### config.mk
export PLATFORM = sky130hd
export DESIGN_NAME = hash_counter_keystream_cipher
export DESIGN_NICKNAME = d
export VERILOG_FILES = /design/src/rtl/core/hcc_pkg.sv /design/src/rtl/core/hcc_ctrl.sv /design/src/rtl/core/hcc_datapath.sv /design/src/rtl/core/hash_counter_keystream_cipher.sv
export SDC_FILE = /design/constraint.sdc
export NUM_CORES = 2
export LEC_CHECK = 0
export ABC_CLOCK_PERIOD_IN_PS = 7600
export BUFFER_PORTS_ARGS = -buffer_cell sky130_fd_sc_hd__buf_2
export CORE_UTILIZATION = 58
export CTS_CLUSTER_SIZE = 16
export DETAILED_ROUTE_END_ITERATION = 16
export PLACE_DENSITY = 0.77
export SETUP_SLACK_MARGIN = 0.15
export SLEW_MARGIN = 10
export SYNTH_ARGS = -nofsm -noshare
export SYNTH_HDL_FRONTEND = slang
export SYNTH_SLANG_ARGS = --single-unit
### constraint.sdc
create_clock -name clock -period 7.6 [get_ports clock]
set_input_delay 0.38 -clock clock [delete_from_list [all_inputs] [get_ports clock]]
set_output_delay 0.38 -clock clock [all_outputs]
set_load 0.03 [all_outputs]
### src/rtl/core/hcc_pkg.sv
// shared constants, types and the hash round for the keystream cipher
// depends on nothing; imported by every module of the block

package hcc_pkg;

   localparam int KEY_BYTES   = 32;
   localparam int NONCE_BYTES = 12;
   localparam int SEED_ROUNDS = KEY_BYTES + NONCE_BYTES;
   localparam int ROUND_W     = $clog2(SEED_ROUNDS);
   localparam int CSR_INDEX_W = 3;

   localparam logic [63:0] LANE_ONE_INIT = 64'h243F6A8885A308D3;
   localparam logic [63:0] LANE_TWO_INIT = 64'h13198A2E03707344;
   localparam logic [63:0] MUL_LOW       = 64'h00000000000001B3;
   localparam int          MUL_HIGH_SH   = 40;
   localparam logic [63:0] GOLDEN        = 64'h9E3779B97F4A7C15;
   localparam int          SH_ONE        = 29;
   localparam int          SH_TWO_LEFT   = 17;
   localparam int          SH_TWO_RIGHT  = 31;

   localparam logic [CSR_INDEX_W-1:0] CSR_KEY_WORD0  = 3'd0;
   localparam logic [CSR_INDEX_W-1:0] CSR_KEY_WORD1  = 3'd1;
   localparam logic [CSR_INDEX_W-1:0] CSR_KEY_WORD2  = 3'd2;
   localparam logic [CSR_INDEX_W-1:0] CSR_KEY_WORD3  = 3'd3;
   localparam logic [CSR_INDEX_W-1:0] CSR_NONCE_LOW  = 3'd4;
   localparam logic [CSR_INDEX_W-1:0] CSR_NONCE_HIGH = 3'd5;

   typedef struct packed {
      logic [63:0] one;
      logic [63:0] two;
   } lanes_type;

   localparam lanes_type LANES_INIT = '{one: LANE_ONE_INIT, two: LANE_TWO_INIT};

   typedef enum logic [1:0] {
      ST_IDLE,
      ST_SEED,
      ST_BLOCK,
      ST_EMIT
   } ctrl_state_type;

   typedef struct packed {
      logic               capture;
      logic               seed_init;
      logic               seed_round;
      logic               seed_last;
      logic               block_load;
      logic               block_round;
      logic               emit_direct;
      logic               emit_block;
      logic [ROUND_W-1:0] round_idx;
   } cmd_type;

   typedef struct packed {
      logic out_free;
      logic pos_zero;
   } status_type;

   // one hash round; the prime is 2^40 + 0x1B3, so the product is a shift and a small constant
   function automatic lanes_type absorb(input lanes_type lanes, input logic [7:0] b);
      lanes_type   res;
      logic [63:0] a;
      logic [63:0] p;
      logic [63:0] c;
      logic [63:0] c1;
      a        = lanes.one ^ {56'd0, b};
      p        = (a << MUL_HIGH_SH) + (a * MUL_LOW);
      res.one  = p ^ (p >> SH_ONE);
      c        = lanes.two + {56'd0, b} + GOLDEN;
      c1       = c ^ (c << SH_TWO_LEFT);
      res.two  = c1 ^ (c1 >> SH_TWO_RIGHT);
      return res;
   endfunction

endpackage

### src/rtl/core/hcc_ctrl.sv
// sequencer for seed, block and emit steps of the keystream cipher
// depends on hcc_pkg; drives the datapath through cmd_type

module hcc_ctrl (
   input  logic               clock,
   input  logic               reset,
   input  logic               req_valid,
   input  logic               req_first_of_message,
   output logic               req_ready,
   input  hcc_pkg::status_type status,
   output hcc_pkg::cmd_type    cmd
);
   import hcc_pkg::*;

   ctrl_state_type     state_ff, state_in;
   logic [ROUND_W-1:0] round_ff, round_in;
   logic               accept;

   always_ff @(posedge clock) begin
      if (reset) begin
         state_ff <= ST_IDLE;
         round_ff <= '0;
      end else begin
         state_ff <= state_in;
         round_ff <= round_in;
      end
   end

   assign accept = req_valid && req_ready;

   always_comb begin
      state_in      = state_ff;
      round_in      = round_ff;
      req_ready     = 1'b0;
      cmd           = '0;
      cmd.round_idx = round_ff;
      case (state_ff)
         ST_IDLE: begin
            req_ready   = status.out_free;
            cmd.capture = accept;
            round_in    = '0;
            if (accept) begin
               if (req_first_of_message) begin
                  cmd.seed_init = 1'b1;
                  state_in      = ST_SEED;
               end else if (status.pos_zero) begin
                  cmd.block_load = 1'b1;
                  state_in       = ST_BLOCK;
               end else begin
                  cmd.emit_direct = 1'b1;
               end
            end
         end
         ST_SEED: begin
            cmd.seed_round = 1'b1;
            if (round_ff == ROUND_W'(SEED_ROUNDS - 1)) begin
               cmd.seed_last = 1'b1;
               round_in      = '0;
               state_in      = ST_BLOCK;
            end else begin
               round_in = round_ff + 1'b1;
            end
         end
         ST_BLOCK: begin
            cmd.block_round = 1'b1;
            if (round_ff[1:0] == 2'd3) begin
               round_in = '0;
               state_in = ST_EMIT;
            end else begin
               round_in = round_ff + 1'b1;
            end
         end
         ST_EMIT: begin
            cmd.emit_block = 1'b1;
            state_in       = ST_IDLE;
         end
         default: begin
            state_in = ST_IDLE;
         end
      endcase
   end

endmodule

### src/rtl/core/hcc_datapath.sv
// key and nonce registers, hash lanes, keystream block and result register
// depends on hcc_pkg; steered by hcc_ctrl through cmd_type

module hcc_datapath (
   input  logic                               clock,
   input  logic                               reset,
   input  hcc_pkg::cmd_type                   cmd,
   output hcc_pkg::status_type                status,
   input  logic [7:0]                         req_data_byte,
   input  logic                               csr_write,
   input  logic [hcc_pkg::CSR_INDEX_W-1:0]    csr_index,
   input  logic [63:0]                        csr_data,
   output logic                               rsp_valid,
   input  logic                               rsp_ready,
   output logic [7:0]                         rsp_out_byte
);
   import hcc_pkg::*;

   logic [3:0][63:0] key_ff, key_in;
   logic [63:0]      nonce_low_ff, nonce_low_in;
   logic [31:0]      nonce_high_ff, nonce_high_in;
   lanes_type        seed_ff, seed_in;
   lanes_type        lanes_ff, lanes_in;
   logic [127:0]     stream_ff, stream_in;
   logic [3:0]       pos_ff, pos_in;
   logic [31:0]      counter_ff, counter_in;
   logic [7:0]       data_ff, data_in;
   logic             rsp_valid_ff, rsp_valid_in;
   logic [7:0]       rsp_byte_ff, rsp_byte_in;

   logic [255:0]     key_vec;
   logic [95:0]      nonce_vec;
   logic [3:0]       nonce_idx;
   logic [1:0]       ctr_sel;
   logic [7:0]       seed_byte;
   logic [7:0]       ctr_byte;
   lanes_type        lanes_next;

   always_ff @(posedge clock) begin
      if (reset) begin
         key_ff        <= '0;
         nonce_low_ff  <= '0;
         nonce_high_ff <= '0;
         seed_ff       <= LANES_INIT;
         pos_ff        <= '0;
         counter_ff    <= '0;
         rsp_valid_ff  <= 1'b0;
      end else begin
         key_ff        <= key_in;
         nonce_low_ff  <= nonce_low_in;
         nonce_high_ff <= nonce_high_in;
         seed_ff       <= seed_in;
         pos_ff        <= pos_in;
         counter_ff    <= counter_in;
         rsp_valid_ff  <= rsp_valid_in;
      end
   end

   always_ff @(posedge clock) begin
      lanes_ff    <= lanes_in;
      stream_ff   <= stream_in;
      data_ff     <= data_in;
      rsp_byte_ff <= rsp_byte_in;
   end

   assign key_vec   = key_ff;
   assign nonce_vec = {nonce_high_ff, nonce_low_ff};
   assign nonce_idx = 4'(cmd.round_idx - ROUND_W'(KEY_BYTES));
   assign seed_byte = (cmd.round_idx < ROUND_W'(KEY_BYTES))
                    ? key_vec[cmd.round_idx[4:0]*8 +: 8]
                    : nonce_vec[nonce_idx*8 +: 8];
   // big-endian counter: first round takes the top byte
   assign ctr_sel    = ~cmd.round_idx[1:0];
   assign ctr_byte   = counter_ff[ctr_sel*8 +: 8];
   assign lanes_next = absorb(lanes_ff, cmd.seed_round ? seed_byte : ctr_byte);

   always_comb begin
      key_in        = key_ff;
      nonce_low_in  = nonce_low_ff;
      nonce_high_in = nonce_high_ff;
      seed_in       = seed_ff;
      lanes_in      = lanes_ff;
      stream_in     = stream_ff;
      pos_in        = pos_ff;
      counter_in    = counter_ff;
      data_in       = data_ff;
      rsp_byte_in   = rsp_byte_ff;
      rsp_valid_in  = rsp_valid_ff && !rsp_ready;

      if (csr_write) begin
         case (csr_index)
            CSR_KEY_WORD0:  key_in[0]     = csr_data;
            CSR_KEY_WORD1:  key_in[1]     = csr_data;
            CSR_KEY_WORD2:  key_in[2]     = csr_data;
            CSR_KEY_WORD3:  key_in[3]     = csr_data;
            CSR_NONCE_LOW:  nonce_low_in  = csr_data;
            CSR_NONCE_HIGH: nonce_high_in = csr_data[31:0];
            default: begin
            end
         endcase
      end

      if (cmd.capture) begin
         data_in = req_data_byte;
      end
      if (cmd.seed_init) begin
         lanes_in   = LANES_INIT;
         counter_in = '0;
         pos_in     = '0;
      end
      if (cmd.seed_round || cmd.block_round) begin
         lanes_in = lanes_next;
      end
      if (cmd.seed_last) begin
         seed_in = lanes_next;
      end
      if (cmd.block_load) begin
         lanes_in = seed_ff;
      end
      if (cmd.emit_direct) begin
         rsp_byte_in  = req_data_byte ^ stream_ff[pos_ff*8 +: 8];
         pos_in       = pos_ff + 4'd1;
         rsp_valid_in = 1'b1;
      end
      if (cmd.emit_block) begin
         stream_in    = {lanes_ff.two, lanes_ff.one};
         rsp_byte_in  = data_ff ^ lanes_ff.one[7:0];
         pos_in       = 4'd1;
         counter_in   = counter_ff + 32'd1;
         rsp_valid_in = 1'b1;
      end
   end

   assign status.out_free = !rsp_valid_ff || rsp_ready;
   assign status.pos_zero = (pos_ff == 4'd0);
   assign rsp_valid       = rsp_valid_ff;
   assign rsp_out_byte    = rsp_byte_ff;

endmodule

### src/rtl/core/hash_counter_keystream_cipher.sv
// a byte inside a keystream block is in the result register in the cycle after its request
// the first byte of a block runs 4 counter rounds, one per cycle, then the emit step
// the first byte of a message runs 44 seed rounds on the same round unit first
// throughput: one byte per cycle within a block while the result is taken, none during a block start
// synchronous active-high reset: key and nonce zero, seed at the empty-hash value, counter zero
// depends on hcc_pkg, hcc_ctrl and hcc_datapath

module hash_counter_keystream_cipher (
   input  logic                            clock,
   input  logic                            reset,
   input  logic                            req_valid,
   output logic                            req_ready,
   input  logic [7:0]                      req_data_byte,
   input  logic                            req_first_of_message,
   output logic                            rsp_valid,
   input  logic                            rsp_ready,
   output logic [7:0]                      rsp_out_byte,
   input  logic                            csr_valid,
   output logic                            csr_ready,
   input  logic [hcc_pkg::CSR_INDEX_W-1:0] csr_index,
   input  logic [63:0]                     csr_data
);
   import hcc_pkg::*;

   cmd_type    cmd;
   status_type status;

   assign csr_ready = 1'b1;

   hcc_ctrl u_ctrl (
      .clock                (clock),
      .reset                (reset),
      .req_valid            (req_valid),
      .req_first_of_message (req_first_of_message),
      .req_ready            (req_ready),
      .status               (status),
      .cmd                  (cmd)
   );

   hcc_datapath u_datapath (
      .clock         (clock),
      .reset         (reset),
      .cmd           (cmd),
      .status        (status),
      .req_data_byte (req_data_byte),
      .csr_write     (csr_valid && csr_ready),
      .csr_index     (csr_index),
      .csr_data      (csr_data),
      .rsp_valid     (rsp_valid),
      .rsp_ready     (rsp_ready),
      .rsp_out_byte  (rsp_out_byte)
   );

`ifndef NO_ASSERTIONS
   // a stalled result blocks new requests
   a_no_req_on_stall: assert property (@(posedge clock) disable iff (reset)
      (rsp_valid && !rsp_ready) |-> !req_ready)
      else $error("request taken while result stalled");

   // a message start runs the seed pass before anything else is taken
   a_seed_busy: assert property (@(posedge clock) disable iff (reset)
      (req_valid && req_ready && req_first_of_message) |=> !req_ready)
      else $error("request taken during seed pass");

   // the first byte of a message reaches the result register after seed and block rounds
   a_seed_latency: assert property (@(posedge clock) disable iff (reset)
      (req_valid && req_ready && req_first_of_message) |-> ##(SEED_ROUNDS + 6) rsp_valid)
      else $error("message start result missing");

   // one command at most steers the lanes in a cycle
   a_cmd_onehot: assert property (@(posedge clock) disable iff (reset)
      $onehot0({cmd.seed_init, cmd.seed_round, cmd.block_load, cmd.block_round,
                cmd.emit_direct, cmd.emit_block}))
      else $error("conflicting datapath commands");
`endif

endmodule
# == Word-level counts from Yosys, hierarchy flattened ==
# Cells that the tools add are included.
# totals
elab_cells,115
ramBits,0
rom_bits,0
output_inout_bits,11
latch_bits,0
regBits,797
mem_count,0
# classes
muxes,39
div,0
shifts,4
n_lt_le_gt_ge,1
addsub,7
n_mul,1
n_reduce_logical,23
eq_ne,14
bitwise,7
# op_table
op,n
$mux W128,3
$shiftx A256 B9 Y8,1
$shiftx A128 B8 Y8,1
$shiftx A96 B8 Y8,1
$add A64 B64 Y64,1
$add A64 B64 Y64 const B,1
$add A64 B8 Y64,1
$mul A64 B9 Y64 const B,1
$mux W32,2
$xor A64 B33 Y64,1
$xor A64 B35 Y64,1
$xor A64 B64 Y64,1
$xor A64 B8 Y64,1
$add A32 B1 Y32 const B,1
$mux W8,4
$shiftx A32 B6 Y8,1
$pmux W6 S3,1
$mux W1,17
$xor A8 B8 Y8,2
$mux W2,7
$mux W6,2
$reduce_and A2 Y1,6
$reduce_bool A3 Y1,3
$mux W4,2
23 further kinds,34

# == Depth between registers and ports, before layout ==
# logic_depth
ltp_word,10
mapped_depth,34
mapped_depth_nobuf,27

# == By module ==
# From an unflattened synthesis, not the netlist that was laid out.
# unflattened
hier_cells,4942
hier_area_um2,48186.2
# by_module_without_submodules
mod,area_per_inst_um2,n_inst,cells_each
hcc_datapath,47596.9,1,4866
hcc_ctrl,578.1,1,74
hash_counter_keystream_cipher,11.3,1,2

# == Worst setup path before layout ==
# OpenSTA, ideal clock, no wires.
# synth_path
path_type,register to register
startpoint,register u_ctrl.round_ff[0]
endpoint,"register u_datapath.lanes_ff[91] (netlist name), data pin"
arrival_time_ns,7.586
slack_ns,-0.242
n_path_buf,5
setup_time_ns,0.256
path_stages_with_launch,32
path_cell_list,dfxtp_1 -> buf_4 -> buf_6 -> buf_6 -> buf_2 -> mux4_2 -> mux4_2 -> mux2_2 -> o21ai_0 -> o21ai_0 -> xor2_1 -> ha_1 -> clkbuf_1 -> xor2_1 -> ha_1 -> a21oi_1 -> fa_1 -> fa_1 -> inv_1 -> ha_1 -> ha_1 -> and3_1 -> nand3_1 -> a211oi_1 -> o311ai_1 -> and2_1 -> o211ai_1 -> a21o_1 -> a21boi_0 -> xnor2_1 -> xor2_1 -> a31o_2
# synth_lines
element,line_no,source
from (decl),hcc_ctrl.sv:16,"logic [ROUND_W-1:0] round_ff, round_in;"
from (signal assigned),hcc_ctrl.sv:25,round_ff <= round_in;
to (signal assigned),hcc_datapath.sv:60,lanes_ff <= lanes_in;
to (decl),hcc_datapath.sv:23,"lanes_type lanes_ff, lanes_in;"

==> results.md <==
- Largest net degree at the start of global routing: 190
- Final setup fails: 0
- Post-synthesis register bit count: 797
- HPWL after detailed placement: 103000 um
- Worst-Margin Slew: 1.13 ns
- Clock Sinks: 797
- Compound-Gate Fraction of Synth Area: 0.128
- Filler instances: between 6000 and 7000
- Mapped Nets: 5595
- Sequential fraction of the synthesis area: 0.385
- Adder-cell share of the synthesized area: 0.161
- Rows: approximately 110
- Vias in the first global route: 37600
- Post-synthesis simple-gate area fraction: 0.140
- Core Footprint: 0.0825 mm^2
- Hold Fails Final Rpt: 0
- Placer congestion estimate: 0.984
- DRT iter0 DRCs: 4305
- Total of max-cap violations: 0
- Peak Freq: 134 MHz
- Fraction of the cycle the final worst path needs: 0.984
- Reg2reg start: u_ctrl.round_ff[0]
- Main combinational cell family by area after synthesis: adder cells
- H-tree Lvls: 3
- Die Y: 291 um
- Initial core utilization: 0.588
- Total Neg Setup Slack: 0 ns
- Multi-input logic area: 0.0282 mm^2
- Fin. max-slew vios: 0
- Synth top area share: 0.217
- Clk buf depth: 3
- Mean routed wirelength per cell: 22.8 um
- Post-Syn Area: 0.0485 mm^2
- HP Start: csr_data[32]
- Worst setup SP type: register
- Worst relative slew slack: 0.245
- Placed Cells: 6102
- Crit-path max FO: 8
- Worst Path Arrival: 7.85 ns
- Worst Setup End Kind: register
- Share of layout cells above drive strength 1: 0.148
- Yosys warnings: 0
- CTS Buf Count: 78
- FF+latch area: 0.0187 mm^2
- Setup CP Type: register to register
- Final Non-Filler Cells: 6298
- DR pass1 iterations: 8
- Fin nets: 5726
- Area leader, netlist: dfxtp_1
- FFs w/ async S/R, synth: 0
- Via density: slightly above 6
- Mux contribution to synthesized area: 0.0771
- Utilization after layout: 0.665
- Die area: 0.0848 mm^2
- Final ANT Viol Nets: 0
- Dominant cell by count in the synthesized netlist: nand2_1
- Worst path slowest cell: mux4_2
- I/O pins: 92
- Synthesized instance count: about 5000
- RSZ-0062 raised after global routing: yes
- Met3 WL: 12700 um
- XOR/XNOR Fraction of Synth Area: 0.0555
- Die span in x: 291 um
- Worst Hold Class: input port to register
- Top cells by count, synth: nand2_1, a21oi_1, dfxtp_1
- Post-synth EDFFs: 272
- Area grow syn2layout: 13.1%
- Max Used Layer: met5
- Worst Setup SP: u_ctrl.round_ff[0]
- Status: finished clean
- Area contributors post-synth: dfxtp_1, edfxtp_1, fa_1, nand2_1, mux4_2
- Initial antenna violation count: 7
- Grt ovf: 0
- Clock Skews: 0.0287 ns
- Library cells used by synthesis: 90
- Reg clk slew, reported paths: 0.06 ns
- Clock Latency Late Sink: roughly 0.65 ns
- Met2 Wirelength: roughly 67000 um
- Root Buffer: clkbuf_16
- DRT met1 WL: 58100 um
- Port Buffers: 90
- Via count: 38700
- Global-route wire length before repair: 220000 um
- Minimum clock period: 7.48 ns
- Gr usage total: 0.335
- Post-Syn Area per Cell: 9.65 um^2
- # DRC: 0
- Slowest stage delay, CP: 0.50 ns
- Setup slack, reg-to-reg: ~0.12 ns
- WL final: 144000 um
- CTS tree: yes
- Required time of the critical path: 7.97 ns
- Ys flop type: dfxtp_1
## worst paths after layout
check,to,cells after the start
worst min register to register,u_datapath.key_ff[66],2
worst max-delay path,u_datapath.lanes_ff[97],29
worst max register to register,u_datapath.lanes_ff[97],29
worst min-delay path,u_datapath.key_ff[32],3
## sequential cells by signal, indices dropped and copies added, names as in the netlist
name	flops
u_ctrl.round_ff	6
u_ctrl.state_ff	2
u_datapath.nonce_high_ff	32
u_datapath.data_ff	8
u_datapath.key_ff	256
u_datapath.nonce_low_ff	64
u_datapath.rsp_out_byte	8
u_datapath.lanes_ff	128
u_datapath.pos_ff	4
u_datapath.stream_ff	128
u_datapath.rsp_valid	1
u_datapath.seed_ff	128
u_datapath.counter_ff	32
## what timing repair did
item	CTS	global route
hold buffers	13	0
hold endpoints to repair	21	0
cloned	3	1
endpoints found under the setup margin	92	109
setup buffers	10	23
pin swaps	15	44
resized for setup	60	103
## metal layers
metal / GRT usage / vias to the layer above
met1: 0.456 / 19000
met4: 0.130 / 6
li1: - / 17500
met2: 0.535 / 1911
met5: 0 / -
met3: 0.0576 / 337
## stage by stage
step / hold WS [ns] / instance area [um^2] / worst slack (ns)
4_1_cts: 0.00255 / 54000 / 0.158
3_3_place_gp: 0.438 / 50900 / -0.0285
2_1_floorplan: 0.421 / 48600 / 0.154
5_1_grt: 0.0187 / 54900 / -0.0957
6_report: 0.0233 / 54900 / 0.122
3_5_place_dp: 0.446 / 50900 / -0.104
## worst max-delay path, delay by kind of cell, from the launching register on
family          cells  cell delay (ns)
buf+inv             7             0.85
mux                 3             1.32
xor+xnor            2             0.49
compound gates      7             1.35
flops               1             0.45
simple gates        4             0.55
fa+ha+maj           6             2.17
## logic make-up after synthesis
kind of cell,count (synthesis)
AOI/OAI and AO/OA,1021
xor gates and xnor gates,296
adders and majority gates,483
buffers and inverters,675
DFF,797
muxes,180
other,1
and+or+nand+nor,1578
## area by class of cell
type / instances / share of cell area
Antenna cell: 3 / 0.000137
Multi-Input combinational cell: 3559 / 0.514
Clock inverter: 26 / 0.00511
Inverter: 391 / 0.0267
Clock buffer: 117 / 0.0413
Tap cell: 1070 / 0.0244
Sequential cell: 797 / 0.340
Timing Repair Buffer: 335 / 0.0479
## cells in the final DEF (no fill, tap or decap), types with 18 or more instances in the layout
| cell | instances |
|---|---|
| a21oi_1 | 533 |
| a22o_1 | 31 |
| buf_4 | 206 |
| clkbuf_16 | 80 |
| nand3_1 | 74 |
| nand2_1 | 982 |
| o22a_1 | 29 |
| nand2b_1 | 25 |
| xnor2_1 | 167 |
| ha_4 | 21 |
| mux4_2 | 152 |
| a31oi_1 | 27 |
| nand4_1 | 22 |
| fa_1 | 232 |
| dfxtp_1 | 521 |
| nor3_1 | 53 |
| and2_1 | 19 |
| a21o_1 | 75 |
| inv_1 | 388 |
| buf_2 | 89 |
| clkbuf_1 | 23 |
| nor2_1 | 227 |
| o21a_1 | 22 |
| o21ai_0 | 95 |
| or3_1 | 18 |
| ha_1 | 225 |
| edfxtp_1 | 272 |
| xor2_1 | 96 |
| and3_1 | 28 |
| o211ai_1 | 19 |
| nand3b_1 | 37 |
| a211oi_1 | 24 |
Power is not shown: default switching activity piles up to over one toggle a cycle in this logic, so the estimate is an artifact.
